==> src/design/hcs_pkg.sv <==
// Package with shared types, constants and tables for the hall commutation block.
`default_nettype none
package hcs_pkg;

  localparam int SPEED_SAMPLES = 6;

  localparam logic [2:0] CFG_DIRECTION   = 3'd0;
  localparam logic [2:0] CFG_FAIL_LIMIT  = 3'd1;
  localparam logic [2:0] CFG_FAIL_WINDOW = 3'd2;
  localparam logic [2:0] CFG_TIMER_TOP   = 3'd3;
  localparam logic [2:0] CFG_SPEED_NUM   = 3'd4;

  localparam logic [2:0] POS_INVALID = 3'd6;
  localparam logic [1:0] PHASE_OFF   = 2'd3;

  // Result of the front part: everything but the speed step.
  typedef struct packed {
    logic [2:0]  position;
    logic [1:0]  high_phase;
    logic [1:0]  low_phase;
    logic        mismatch;
    logic        fault_pulse;
    logic        fault;
    logic [15:0] interval;
    logic        speed_go;
    logic [17:0] total;
  } hcs_job_t;

  typedef enum logic [1:0] {
    BK_IDLE,
    BK_DIV,
    BK_ACC,
    BK_OUT
  } hcs_bk_state_t;

  function automatic logic [2:0] code_of_sector(input logic [2:0] pos);
    logic [2:0] c;
    unique case (pos)
      3'd0: c = 3'd1;
      3'd1: c = 3'd3;
      3'd2: c = 3'd2;
      3'd3: c = 3'd6;
      3'd4: c = 3'd4;
      3'd5: c = 3'd5;
      default: c = 3'd0;
    endcase
    return c;
  endfunction

  function automatic logic [2:0] sector_of_code(input logic [2:0] code);
    logic [2:0] p;
    unique case (code)
      3'd1: p = 3'd0;
      3'd3: p = 3'd1;
      3'd2: p = 3'd2;
      3'd6: p = 3'd3;
      3'd4: p = 3'd4;
      3'd5: p = 3'd5;
      default: p = POS_INVALID;
    endcase
    return p;
  endfunction

  function automatic logic [1:0] cw_high(input logic [2:0] pos);
    logic [1:0] r;
    unique case (pos)
      3'd0: r = 2'd1;
      3'd1: r = 2'd2;
      3'd2: r = 2'd2;
      3'd3: r = 2'd0;
      3'd4: r = 2'd0;
      3'd5: r = 2'd1;
      default: r = PHASE_OFF;
    endcase
    return r;
  endfunction

  function automatic logic [1:0] cw_low(input logic [2:0] pos);
    logic [1:0] r;
    unique case (pos)
      3'd0: r = 2'd0;
      3'd1: r = 2'd0;
      3'd2: r = 2'd1;
      3'd3: r = 2'd1;
      3'd4: r = 2'd2;
      3'd5: r = 2'd2;
      default: r = PHASE_OFF;
    endcase
    return r;
  endfunction

endpackage
`default_nettype wire

==> src/design/hcs_front.sv <==
// Front part: decode, hall sequence check and interval measurement.
`default_nettype none
module hcs_front (
  input  wire logic             clk,
  input  wire logic             rst_n,
  input  wire logic             in_valid,
  output logic                  in_ready,
  input  wire logic [2:0]       code,
  input  wire logic [15:0]      capture,
  input  wire logic             active,
  input  wire logic             direction,
  input  wire logic [7:0]       fail_limit,
  input  wire logic [15:0]      fail_window,
  input  wire logic [15:0]      timer_top,
  output logic                  job_valid,
  input  wire logic             job_ready,
  output hcs_pkg::hcs_job_t     job
);

  logic [2:0]  expected_r, expected_nxt;
  logic [7:0]  fail_count_r, fail_count_nxt;
  logic [15:0] window_r, window_nxt;
  logic [15:0] last_cap_r;
  logic [15:0] hist0_r, hist1_r;
  logic        fault_r, fault_nxt;
  logic        q_valid_r;
  hcs_pkg::hcs_job_t q_r, q_nxt;

  logic [2:0]  pos, pos_next;
  logic [15:0] iv;
  logic [7:0]  fc_inc;
  logic        pulse;
  logic        take;

  // One-entry queue to the back part.
  assign in_ready  = !q_valid_r || job_ready;
  assign take      = in_valid && in_ready && active;
  assign job_valid = q_valid_r;
  assign job       = q_r;

  always_comb begin
    pos = hcs_pkg::sector_of_code(code);
    if (direction) begin
      pos_next = (pos == 3'd0) ? 3'd5 : pos - 3'd1;
    end else begin
      pos_next = (pos == 3'd5) ? 3'd0 : pos + 3'd1;
    end
    expected_nxt = (pos == hcs_pkg::POS_INVALID) ? 3'd0 : hcs_pkg::code_of_sector(pos_next);

    fc_inc = fail_count_r + 8'd1;
    pulse  = 1'b0;
    fail_count_nxt = fail_count_r;
    fault_nxt = fault_r;
    if (code != expected_r) begin
      fail_count_nxt = fc_inc;
      if (fc_inc >= fail_limit) begin
        pulse = 1'b1;
        fault_nxt = 1'b1;
        fail_count_nxt = 8'd0;
      end
    end
    window_nxt = window_r + 16'd1;
    if (window_nxt >= fail_window) begin
      window_nxt = 16'd0;
      fail_count_nxt = 8'd0;
    end

    if (last_cap_r >= capture) begin
      iv = last_cap_r - capture;
    end else begin
      iv = timer_top - capture + last_cap_r;
    end

    q_nxt.position    = pos;
    // The CCW high and low tables equal the CW low and high tables.
    q_nxt.high_phase  = direction ? hcs_pkg::cw_low(pos) : hcs_pkg::cw_high(pos);
    q_nxt.low_phase   = direction ? hcs_pkg::cw_high(pos) : hcs_pkg::cw_low(pos);
    q_nxt.mismatch    = (code != expected_r);
    q_nxt.fault_pulse = pulse;
    q_nxt.fault       = fault_nxt;
    q_nxt.interval    = iv;
    q_nxt.speed_go    = (iv != 16'd0) && (hist0_r != 16'd0) && (hist1_r != 16'd0);
    q_nxt.total       = {2'b00, iv} + {2'b00, hist0_r} + {2'b00, hist1_r};
  end

  always_ff @(posedge clk) begin
    if (!rst_n) begin
      expected_r   <= 3'd0;
      fail_count_r <= 8'd0;
      window_r     <= 16'd0;
      last_cap_r   <= 16'd0;
      hist0_r      <= 16'd0;
      hist1_r      <= 16'd0;
      fault_r      <= 1'b0;
      q_valid_r    <= 1'b0;
    end else begin
      if (take) begin
        expected_r   <= expected_nxt;
        fail_count_r <= fail_count_nxt;
        window_r     <= window_nxt;
        last_cap_r   <= capture;
        hist1_r      <= hist0_r;
        hist0_r      <= iv;
        fault_r      <= fault_nxt;
        q_valid_r    <= 1'b1;
      end else if (job_ready) begin
        q_valid_r    <= 1'b0;
      end
    end
  end

  always_ff @(posedge clk) begin
    if (take) begin
      q_r <= q_nxt;
    end
  end

endmodule
`default_nettype wire

==> src/design/hcs_div.sv <==
// Serial restoring divider, one quotient bit per cycle.
`default_nettype none
module hcs_div (
  input  wire logic        clk,
  input  wire logic        rst_n,
  input  wire logic        start,
  input  wire logic [31:0] dividend,
  input  wire logic [17:0] divisor,
  output logic             done,
  output logic [31:0]      quotient
);

  logic [31:0] q_r;
  logic [17:0] rem_r;
  logic [17:0] dvs_r;
  logic [5:0]  cnt_r;
  logic        busy_r;
  logic [18:0] trial;
  logic [18:0] diff;

  assign trial    = {rem_r, q_r[31]};
  assign diff     = trial - {1'b0, dvs_r};
  assign quotient = q_r;
  assign done     = busy_r && (cnt_r == 6'd0);

  always_ff @(posedge clk) begin
    if (!rst_n) begin
      busy_r <= 1'b0;
      cnt_r  <= 6'd0;
    end else if (start) begin
      busy_r <= 1'b1;
      cnt_r  <= 6'd32;
    end else if (busy_r) begin
      if (cnt_r == 6'd0) begin
        busy_r <= 1'b0;
      end else begin
        cnt_r <= cnt_r - 6'd1;
      end
    end
  end

  always_ff @(posedge clk) begin
    if (start) begin
      q_r   <= dividend;
      rem_r <= 18'd0;
      dvs_r <= divisor;
    end else if (busy_r && cnt_r != 6'd0) begin
      if (!diff[18]) begin
        rem_r <= diff[17:0];
        q_r   <= {q_r[30:0], 1'b1};
      end else begin
        rem_r <= trial[17:0];
        q_r   <= {q_r[30:0], 1'b0};
      end
    end
  end

endmodule
`default_nettype wire

==> src/design/hcs_back.sv <==
// Back part: speed division, trimmed-mean filter and result register.
`default_nettype none
module hcs_back (
  input  wire logic              clk,
  input  wire logic              rst_n,
  input  wire logic              job_valid,
  output logic                   job_ready,
  input  wire hcs_pkg::hcs_job_t job,
  input  wire logic [31:0]       speed_numerator,
  output logic                   out_valid,
  input  wire logic              out_ready,
  output logic [42:0]            out_data
);

  hcs_pkg::hcs_bk_state_t st_r, st_nxt;
  hcs_pkg::hcs_job_t      job_r;
  logic [18:0] sum_r, sum_nxt;
  logic [2:0]  cnt_r, cnt_nxt;
  logic [15:0] max_r, max_nxt, min_r, min_nxt;
  logic [15:0] speed_r, speed_nxt;
  logic        sv_r, sv_nxt;
  logic        div_start, div_done;
  logic        start_r;
  logic [31:0] quot;
  logic [31:0] quot_r;
  logic [15:0] s;
  logic [18:0] trim;

  hcs_div u_div (
    .clk      (clk),
    .rst_n    (rst_n),
    .start    (div_start),
    .dividend (speed_numerator),
    .divisor  (job_r.total),
    .done     (div_done),
    .quotient (quot)
  );

  assign job_ready = (st_r == hcs_pkg::BK_IDLE);
  assign out_valid = (st_r == hcs_pkg::BK_OUT);
  assign out_data  = {sv_r, speed_r, job_r.interval, job_r.fault, job_r.fault_pulse,
                      job_r.mismatch, job_r.low_phase, job_r.high_phase, job_r.position};

  always_comb begin
    st_nxt    = st_r;
    sum_nxt   = sum_r;
    cnt_nxt   = cnt_r;
    max_nxt   = max_r;
    min_nxt   = min_r;
    speed_nxt = speed_r;
    sv_nxt    = sv_r;
    s         = (quot_r[31:16] != 16'd0) ? 16'hFFFF : quot_r[15:0];
    trim      = sum_nxt;
    unique case (st_r)
      hcs_pkg::BK_IDLE: begin
        if (job_valid) begin
          sv_nxt = 1'b0;
          if (job.speed_go) begin
            st_nxt = hcs_pkg::BK_DIV;
          end else begin
            st_nxt = hcs_pkg::BK_OUT;
          end
        end
      end
      hcs_pkg::BK_DIV: begin
        if (div_done) begin
          st_nxt = hcs_pkg::BK_ACC;
        end
      end
      hcs_pkg::BK_ACC: begin
        sum_nxt = sum_r + {3'b000, s};
        cnt_nxt = cnt_r + 3'd1;
        if (cnt_nxt == 3'd1) begin
          max_nxt = s;
          min_nxt = s;
        end else if (s > max_r) begin
          max_nxt = s;
        end else if (s < min_r) begin
          min_nxt = s;
        end
        trim = sum_nxt - {3'b000, max_nxt} - {3'b000, min_nxt};
        if (cnt_nxt >= 3'(hcs_pkg::SPEED_SAMPLES)) begin
          speed_nxt = trim[17:2];
          cnt_nxt   = 3'd0;
          sum_nxt   = 19'd0;
          sv_nxt    = 1'b1;
        end
        st_nxt = hcs_pkg::BK_OUT;
      end
      hcs_pkg::BK_OUT: begin
        if (out_ready) begin
          st_nxt = hcs_pkg::BK_IDLE;
        end
      end
      default: st_nxt = hcs_pkg::BK_IDLE;
    endcase
  end

  // The divider starts the cycle after the job is latched.
  assign div_start = start_r;

  always_ff @(posedge clk) begin
    if (!rst_n) begin
      st_r    <= hcs_pkg::BK_IDLE;
      sum_r   <= 19'd0;
      cnt_r   <= 3'd0;
      max_r   <= 16'd0;
      min_r   <= 16'd0;
      speed_r <= 16'd0;
      sv_r    <= 1'b0;
      start_r <= 1'b0;
    end else begin
      st_r    <= st_nxt;
      sum_r   <= sum_nxt;
      cnt_r   <= cnt_nxt;
      max_r   <= max_nxt;
      min_r   <= min_nxt;
      speed_r <= speed_nxt;
      sv_r    <= sv_nxt;
      start_r <= (st_r == hcs_pkg::BK_IDLE) && job_valid && job.speed_go;
    end
  end

  always_ff @(posedge clk) begin
    if (st_r == hcs_pkg::BK_IDLE && job_valid) begin
      job_r <= job;
    end
    if (div_done) begin
      quot_r <= quot;
    end
  end

endmodule
`default_nettype wire

==> src/design/hall_commutation_with_speed.sv <==
// Top level of the hall commutation block with speed estimate.
// Usage: each hall edge is one transfer on the in_ channel; tdata carries
// hall_u, hall_v, hall_w, capture, active. A transfer with active low is
// dropped. Every active transfer yields one transfer on the out_ channel
// with sector, phases, fault flags, interval and the filtered speed.
// The front part decodes and checks the hall code in the accept cycle and
// hands a job to a one-entry queue; the back part runs the speed step.
// An event without a full interval history goes from the queue straight to
// the output register; an event with a speed sample first passes the serial
// divider, which produces one quotient bit per cycle, and the filter step.
// The front part accepts a new edge while the back part still works, so
// up to two events are in flight. When the receiver stalls, the result
// stays in the output register and the queue fills, then in_tready drops.
// Configuration transfers on cfg_ are always taken and take effect at once,
// so the host must write them only while no event is in flight; the block
// does not enforce this. Reset (rst_n low, synchronous) restores the
// register defaults and clears all history, counters and the fault flag.
`default_nettype none
module hall_commutation_with_speed (
  input  wire logic        clk,
  input  wire logic        rst_n,
  input  wire logic        in_tvalid,
  output logic             in_tready,
  input  wire logic [23:0] in_tdata,   // hall_u, hall_v, hall_w, capture[15:0], active
  output logic             out_tvalid,
  input  wire logic        out_tready,
  // position[2:0], high_phase[1:0], low_phase[1:0], mismatch, fault_pulse,
  // fault, interval[15:0], speed[15:0], speed_valid
  output logic [47:0]      out_tdata,
  input  wire logic        cfg_valid,
  output logic             cfg_ready,
  input  wire logic [2:0]  cfg_index,
  input  wire logic [31:0] cfg_data
);

  logic        direction_r;
  logic [7:0]  fail_limit_r;
  logic [15:0] fail_window_r;
  logic [15:0] timer_top_r;
  logic [31:0] speed_num_r;
  logic        job_valid, job_ready;
  hcs_pkg::hcs_job_t job;
  logic [42:0] res;

  assign cfg_ready = 1'b1;
  assign out_tdata = {5'd0, res};

  always_ff @(posedge clk) begin
    if (!rst_n) begin
      direction_r   <= 1'b0;
      fail_limit_r  <= 8'd60;
      fail_window_r <= 16'd10000;
      timer_top_r   <= 16'hFFFF;
      speed_num_r   <= 32'd22500000;
    end else if (cfg_valid) begin
      unique case (cfg_index)
        hcs_pkg::CFG_DIRECTION:   direction_r   <= cfg_data[0];
        hcs_pkg::CFG_FAIL_LIMIT:  fail_limit_r  <= cfg_data[7:0];
        hcs_pkg::CFG_FAIL_WINDOW: fail_window_r <= cfg_data[15:0];
        hcs_pkg::CFG_TIMER_TOP:   timer_top_r   <= cfg_data[15:0];
        hcs_pkg::CFG_SPEED_NUM:   speed_num_r   <= cfg_data;
        default: ;
      endcase
    end
  end

  hcs_front u_front (
    .clk         (clk),
    .rst_n       (rst_n),
    .in_valid    (in_tvalid),
    .in_ready    (in_tready),
    .code        ({in_tdata[1], in_tdata[0], in_tdata[2]}),
    .capture     (in_tdata[18:3]),
    .active      (in_tdata[19]),
    .direction   (direction_r),
    .fail_limit  (fail_limit_r),
    .fail_window (fail_window_r),
    .timer_top   (timer_top_r),
    .job_valid   (job_valid),
    .job_ready   (job_ready),
    .job         (job)
  );

  hcs_back u_back (
    .clk             (clk),
    .rst_n           (rst_n),
    .job_valid       (job_valid),
    .job_ready       (job_ready),
    .job             (job),
    .speed_numerator (speed_num_r),
    .out_valid       (out_tvalid),
    .out_ready       (out_tready),
    .out_data        (res)
  );

endmodule
`default_nettype wire
==> config.mk <==
export PLATFORM = sky130hd
export DESIGN_NAME = hall_commutation_with_speed
export DESIGN_NICKNAME = d
export VERILOG_FILES = /design/src/design/hcs_pkg.sv /design/src/design/hcs_front.sv /design/src/design/hcs_div.sv /design/src/design/hcs_back.sv /design/src/design/hall_commutation_with_speed.sv
export SDC_FILE = /design/constraint.sdc
export NUM_CORES = 1
export LEC_CHECK = 0
export CORE_AREA = 2 2 251 253
export CTS_BUF_LIST = sky130_fd_sc_hd__clkbuf_4
export DETAILED_ROUTE_END_ITERATION = 16
export DIE_AREA = 0 0 253 255
export DONT_BUFFER_PORTS = 1
export PLACE_DENSITY_LB_ADDON = 0.15
export SYNTH_ARGS = -nofsm -noshare
export SYNTH_HDL_FRONTEND = slang
export SYNTH_HIERARCHICAL = 1
export SYNTH_SLANG_ARGS = --single-unit
==> constraint.sdc <==
create_clock -name clk -period 6.4 [get_ports clk]
set_input_delay 1.28 -clock clk [delete_from_list [all_inputs] [get_ports clk]]
set_output_delay 1.28 -clock clk [all_outputs]
set_load 0.02 [all_outputs]
==> metrics.txt, run 1 <==
drt pass-1 iters 5; largest net degree at the start of global routing 213; Fill cells 6122; gr ovfl total 0; row count 92; post-synthesis async set-or-reset flop share 0%; final worst slack 0.468 ns; top post-synthesis cells by area edfxtp_1 21%, dfxtp_1 20%, ha_1 8.3%, mux2i_1 5.0%, fa_1 4.0%; height of the die 255 um; root buffer cell clkbuf_4; Iter 0 DRT Violations 1051; Post-DP HPWL 42200 um; critical path peak fanout 16; H-tree depth 3; Vias/cell 5.19; synth-to-layout area growth 8.79%; TritonCTS clock tree built; initial antenna violation count 1; TNS Setup 0 ns; first-pass GRT wire length 93500 um; Total Routing Usage GR 18.3%; critical path class reg -> reg; die area 0.0645 sq mm; Primary FF master, synth dfxtp_1; met1 Resource Use GR 25.3%; total routed wirelength 58600 um; area of the multi-input gates 0.0128 sq mm; DRC errors left 0; Die X-Extent 253 um; Post-DP Area 0.0250 sq mm; Reg area 0.0101 sq mm; core area 0.0622 sq mm; CTS Sinks 419; Pleak 0.0109 uW; peak supply drop 0.000181 V; gr busiest metal met2; Synth area leader edfxtp_1; I/O pin cnt 115; Post-synth EDFFs 171; Hold WS 0.398 ns; Longest Clk Path Bufs 3; Mapped Cells 2506; synth cell count leaders 248 x dfxtp_1, 247 x nand2_1, 221 x inv_1, 171 x edfxtp_1, 162 x ha_1; Post-DRT Antenna Nets 0; skew final 0.0649 ns; Worst-path clk slew 0.07 ns; dpl ws 0.148 ns; Initial Util 39.3%; #FFs+latches synth 419; PortBufs 0; GRT met3 Usage 4.28%; Fmax achieved 169 MHz; final-report hold violation count 0; Nets 2798; Syn Std Cell Area 0.0244 sq mm; CTS Buf Count 115; Final Critical Period 5.93 ns; Seq/Total Area, Yosys 41.4%; Yosys top cell area share 21.0%; Unique masters post-synth 95; pwr/cell area 391 mW/mm^2; status finished clean; fin crit share 92.7%; worst slew pin tran 1.23 ns; via count 17724; Worst-Skew Late Latency 0.88 ns; vias in the first global route 17597; design area 0.0266 sq mm; layout cells sized above 1 13.0%; max cap viols 0; routability congestion estimate from global placement 0.849; count leader, synth dfxtp_1; Hold Crit Class reg -> reg; final setup vio count 0; critical path launch point type register; fin. max-slew vios 0; M2 GR Usage 28.1%; # hold bufs at CTS 0; CP Capture Type register; CP Data Required Time 7.16 ns; CP Data Arrival Time 6.69 ns; RSZ-0062 raised after global routing no; Slew headroom 17.6%; Avg Cell Area, Syn 9.74 sq um; setup bufs post-CTS 0; Resize count post-CTS 0; Yosys Warn Count 6; routed len/inst 17.2 um
## flip-flops by register name (all words and copies together), names as in the netlist, 18 cells and up
name	flops
speed_num_r	32
u_back/job_r	18
u_back/out_data	26
u_back/quot_r	32
u_back/sum_r	18
u_back/u_div/dvs_r	18
u_back/u_div/quotient	32
u_back/u_div/rem_r	18
u_front/job	45
## final cells by class
class                      count  area share [%]
multi-input combinational   1724            48.2
timing repair buffer          42            1.23
clock buffer                 163            4.61
inverter                     221            3.13
sequential                   419            38.0
antenna                        1         0.00942
tap                          799            3.76
clock inverter                48            1.03
## metrics by stage
step / total power [uW] / util [%] / cells
2_1_floorplan: 6920 / - / 2510
3_3_place_gp: 7880 / 40.2 / 3205
3_5_place_dp: 7940 / 40.2 / 3205
4_1_cts: 10500 / 42.6 / 3416
5_1_grt: 11300 / 42.7 / 3417
6_report: 10400 / 42.7 / 3417
## critical path, stage by stage (launching register included)
cell	delay, ns
edfxtp_1	0.41
nor4_4	0.32
and3_1	0.23
nand2_2	0.13
or2_2	0.33
buf_4	0.17
ha_1	0.29
a21o_1	0.17
a21o_1	0.17
a21oi_1	0.20
a21o_1	0.14
a31oi_1	0.07
o31ai_4	0.33
buf_12	0.20
mux2i_1	0.32
fa_1	0.48
ha_1	0.32
o21ai_0	0.08
a21oi_1	0.18
o211ai_1	0.11
buf_4	0.16
o211a_1	0.23
o31ai_1	0.34
a21oi_1	0.14
xor2_1	0.15
o21ai_0	0.16
## logic make-up (layout without fill, tap and decap cells)
group	after synthesis	count (layout)	share of synthesized area, %
AND/OR/NAND/NOR	763	763	15.8
AO/OA/AOI/OAI	485	485	13.5
flip-flops	419	419	41.4
buffers and inverters	367	474	6.58
adder cells (fa/ha/maj)	211	211	12.3
multiplexers	159	159	6.71
XOR/XNOR	100	100	3.66
other	2	7	0.0308
## path summary, 6_finish.rpt
kind,startpoint,endpoint,slack (ns),depth (start not counted)
max,u_back/quot_r[17],u_back/speed_r[14],0.47,25
min,u_front/job[12],u_back/job_r[12],0.40,0
max reg2reg,u_back/quot_r[17],u_back/speed_r[14],0.47,25
min reg2reg,u_front/job[12],u_back/job_r[12],0.40,0
## where the power goes
group	internal (uW)	switching (uW)
combinational	1980	2610
sequential	3130	196
clock	1300	1170
## layer usage
metal,up-vias,part of all wire (%)
met4,0,2.0
met1,8373,48
li1,8862,-
met2,391,43
met3,98,6.7
met5,-,0
## layout by cell type, fill, tap and decap left out, types with 71 or more instances in the layout
cell type	instances
dfxtp_1	247
o21ai_0	71
ha_1	162
edfxtp_1	171
inv_1	218
clkbuf_4	163
mux2i_1	120
nand2_1	246
nor2_1	159
nor2b_1	74
a21oi_1	128
(Power assumes the default switching activity.)
==> run 2: changes to the inputs <==
--- a/config.mk
+++ b/config.mk
@@ -5,10 +5,10 @@
 export SDC_FILE = /design/constraint.sdc
 export NUM_CORES = 1
 export LEC_CHECK = 0
-export CORE_AREA = 2 2 251 253
+export CORE_AREA = 2 2 212 298
 export CTS_BUF_LIST = sky130_fd_sc_hd__clkbuf_4
 export DETAILED_ROUTE_END_ITERATION = 16
-export DIE_AREA = 0 0 253 255
+export DIE_AREA = 0 0 214 300
 export DONT_BUFFER_PORTS = 1
 export PLACE_DENSITY_LB_ADDON = 0.15
 export SYNTH_ARGS = -nofsm -noshare
==> run 2 against run 1 <==
  * Clock power about the same
  * Non-clock buffer count increased by 7
  * Die area decreased by 0.49%
  * Via count decreased by 1.1%
  * Register-to-register slack about the same
  * Critical path type unchanged
==> metrics.txt, run 2 (synthesis gave the netlist of run 1 again) <==
Post-DP HPWL 44100 um; Final Critical Period 5.92 ns; fin crit share 92.5%; via count 17522; dpl ws 0.115 ns; Post-DRT Antenna Nets 0; root buffer cell clkbuf_4; Iter 0 DRT Violations 775; Longest Clk Path Bufs 3; cell count of the worst hold path 0; most frequent cells in the layout 247 x dfxtp_1, 246 x nand2_1, 218 x inv_1, 171 x edfxtp_1, 162 x ha_1; setup bufs post-CTS 0; worst slew pin tran 1.14 ns; Worst-Skew Late Latency 0.88 ns; final setup vio count 0; most common cell after layout, fill and taps aside dfxtp_1; # hold bufs at CTS 0; Hold Crit Class reg -> reg; initial antenna violation count 4; DRC errors left 0; die area 0.0642 sq mm; RSZ-0062 raised after global routing yes; Pleak 0.0109 uW; critical path peak fanout 15; critical path launch point type register; CP Data Required Time 7.13 ns; register-to-register setup slack 0.48 ns; worst r2r path cells 25; Fmax achieved 169 MHz; CP Data Arrival Time 6.65 ns; vias in the first global route 17899; CP Capture Type register; fin. max-slew vios 0; Slew headroom 24.0%; Critical Path Slowest Stage Cell or4_1; fin cells 3443; CTS Buf Count 107; gr ovfl total 0; H-tree depth 3; first-pass GRT wire length 95800 um; Fill cells 6059; routed len/inst 17.3 um; gr busiest metal met2; height of the die 300 um; Total Routing Usage GR 18.7%; max FFs per register 45; placed cell count 3238; Nets 2797; PortBufs 0; peak supply drop 0.000291 V; routability congestion estimate from global placement 0.887; pwr/cell area 394 mW/mm^2; critical path class reg -> reg; row count 108; final worst slack 0.478 ns; total routed wirelength 59400 um; drt pass-1 iters 5; synth-to-layout area growth 9.19%; overall power 10500 uW; Initial Util 39.7%; M2 GR Usage 35.1%; Die X-Extent 214 um; worst path buffer plus inverter count 4; layout cells sized above 1 13.3%; core area 0.0615 sq mm; TNS Setup 0 ns; Worst-path clk slew 0.07 ns; final-report hold violation count 0; GRT met3 Usage 4.01%; skew final 0.0561 ns; delay-heaviest family, CP compound AO/OA/AOI/OAI gates; FF-to-FF End u_back/speed_r[15]; max cap viols 0; status finished clean; Vias/cell 5.09; largest net degree at the start of global routing 213; critical path's largest stage delay 0.54 ns; I/O pin cnt 115; TritonCTS clock tree built; met1 Resource Use GR 20.4%; Hold WS 0.413 ns; CTS Sinks 419; Crit Reg-Reg Startpoint u_back/quot_r[22]; Hold Path Origin u_front/job[12]; Resize count post-CTS 0; Min-Delay Endpoint u_back/job_r[12]
[run 2: cell count changes in the layout (fill, tap and decap cells not counted), moves of 2 or more]
cell / change
buf_4: +6
bufinv_16: +2
clkbuf_4: -5
clkinv_1: -11
clkinv_2: +5
clkinv_4: +2
diode_2: +3
inv_2: -3
nor4_2: +3
nor4_4: -3
[run 2: layer usage]
layer	share of wire, %	up-vias	wire [um]
met2	53	307	31300
li1	-	8837	-
met5	0.045	-	27
met3	4.5	106	2690
met1	40	8268	23600
met4	3.0	4	1770
[run 2: area by class of cell]
cell class,count,area [sq um],area share (%)
clock inverter,43,323,1.21
antenna,4,10.0,0.0376
sequential,419,10100,37.9
clock buffer,158,1190,4.45
timing repair buffer,49,393,1.47
tap,825,1030,3.87
inverter,221,832,3.12
multi-input combinational,1724,12800,47.9
[run 2: worst register-to-register path, delay by kind of cell (launching register included)]
| family | cells | cell delay [ns] |
|---|---|---|
| AOI/OAI and AO/OA | 10 | 1.90 |
| adders and majority gates | 3 | 0.98 |
| buffers and inverters | 4 | 0.68 |
| DFF | 1 | 0.38 |
| muxes | 1 | 0.24 |
| and+or+nand+nor | 7 | 1.63 |
[run 2: worst max path at each step]
| stage | depth (start not counted) | slack, ns | endpoint | startpoint |
|---|---|---|---|---|
| 2_1_floorplan | 25 | 0.49 | u_back/speed_r[9] | u_back/quot_r[18] |
| 3_3_place_gp | 24 | 0.13 | u_back/speed_r[15] | u_back/quot_r[22] |
| 3_5_place_dp | 20 | 0.12 | u_front/job[17] | in_tdata[3] |
| 4_1_cts | 24 | 0.05 | u_back/speed_r[15] | u_back/quot_r[22] |
| 5_1_grt | 24 | -0.02 | u_back/speed_r[9] | u_back/quot_r[22] |
| 6_report | 25 | 0.48 | u_back/speed_r[15] | u_back/quot_r[22] |
[run 2: through the flow]
stage / cell area [sq um] / utilization (%)
5_1_grt: 26700 / 43.3
3_3_place_gp: 25100 / 40.8
6_report: 26700 / 43.3
3_5_place_dp: 25100 / 40.8
2_1_floorplan: 24400 / -
4_1_cts: 26600 / 43.3
[run 2: report_power, final]
part / leakage (uW) / internal, uW / switching, uW
Combinational: 0.00640 / 2030 / 2670
Clock: 0.000897 / 1340 / 1140
Sequential: 0.00358 / 3130 / 190
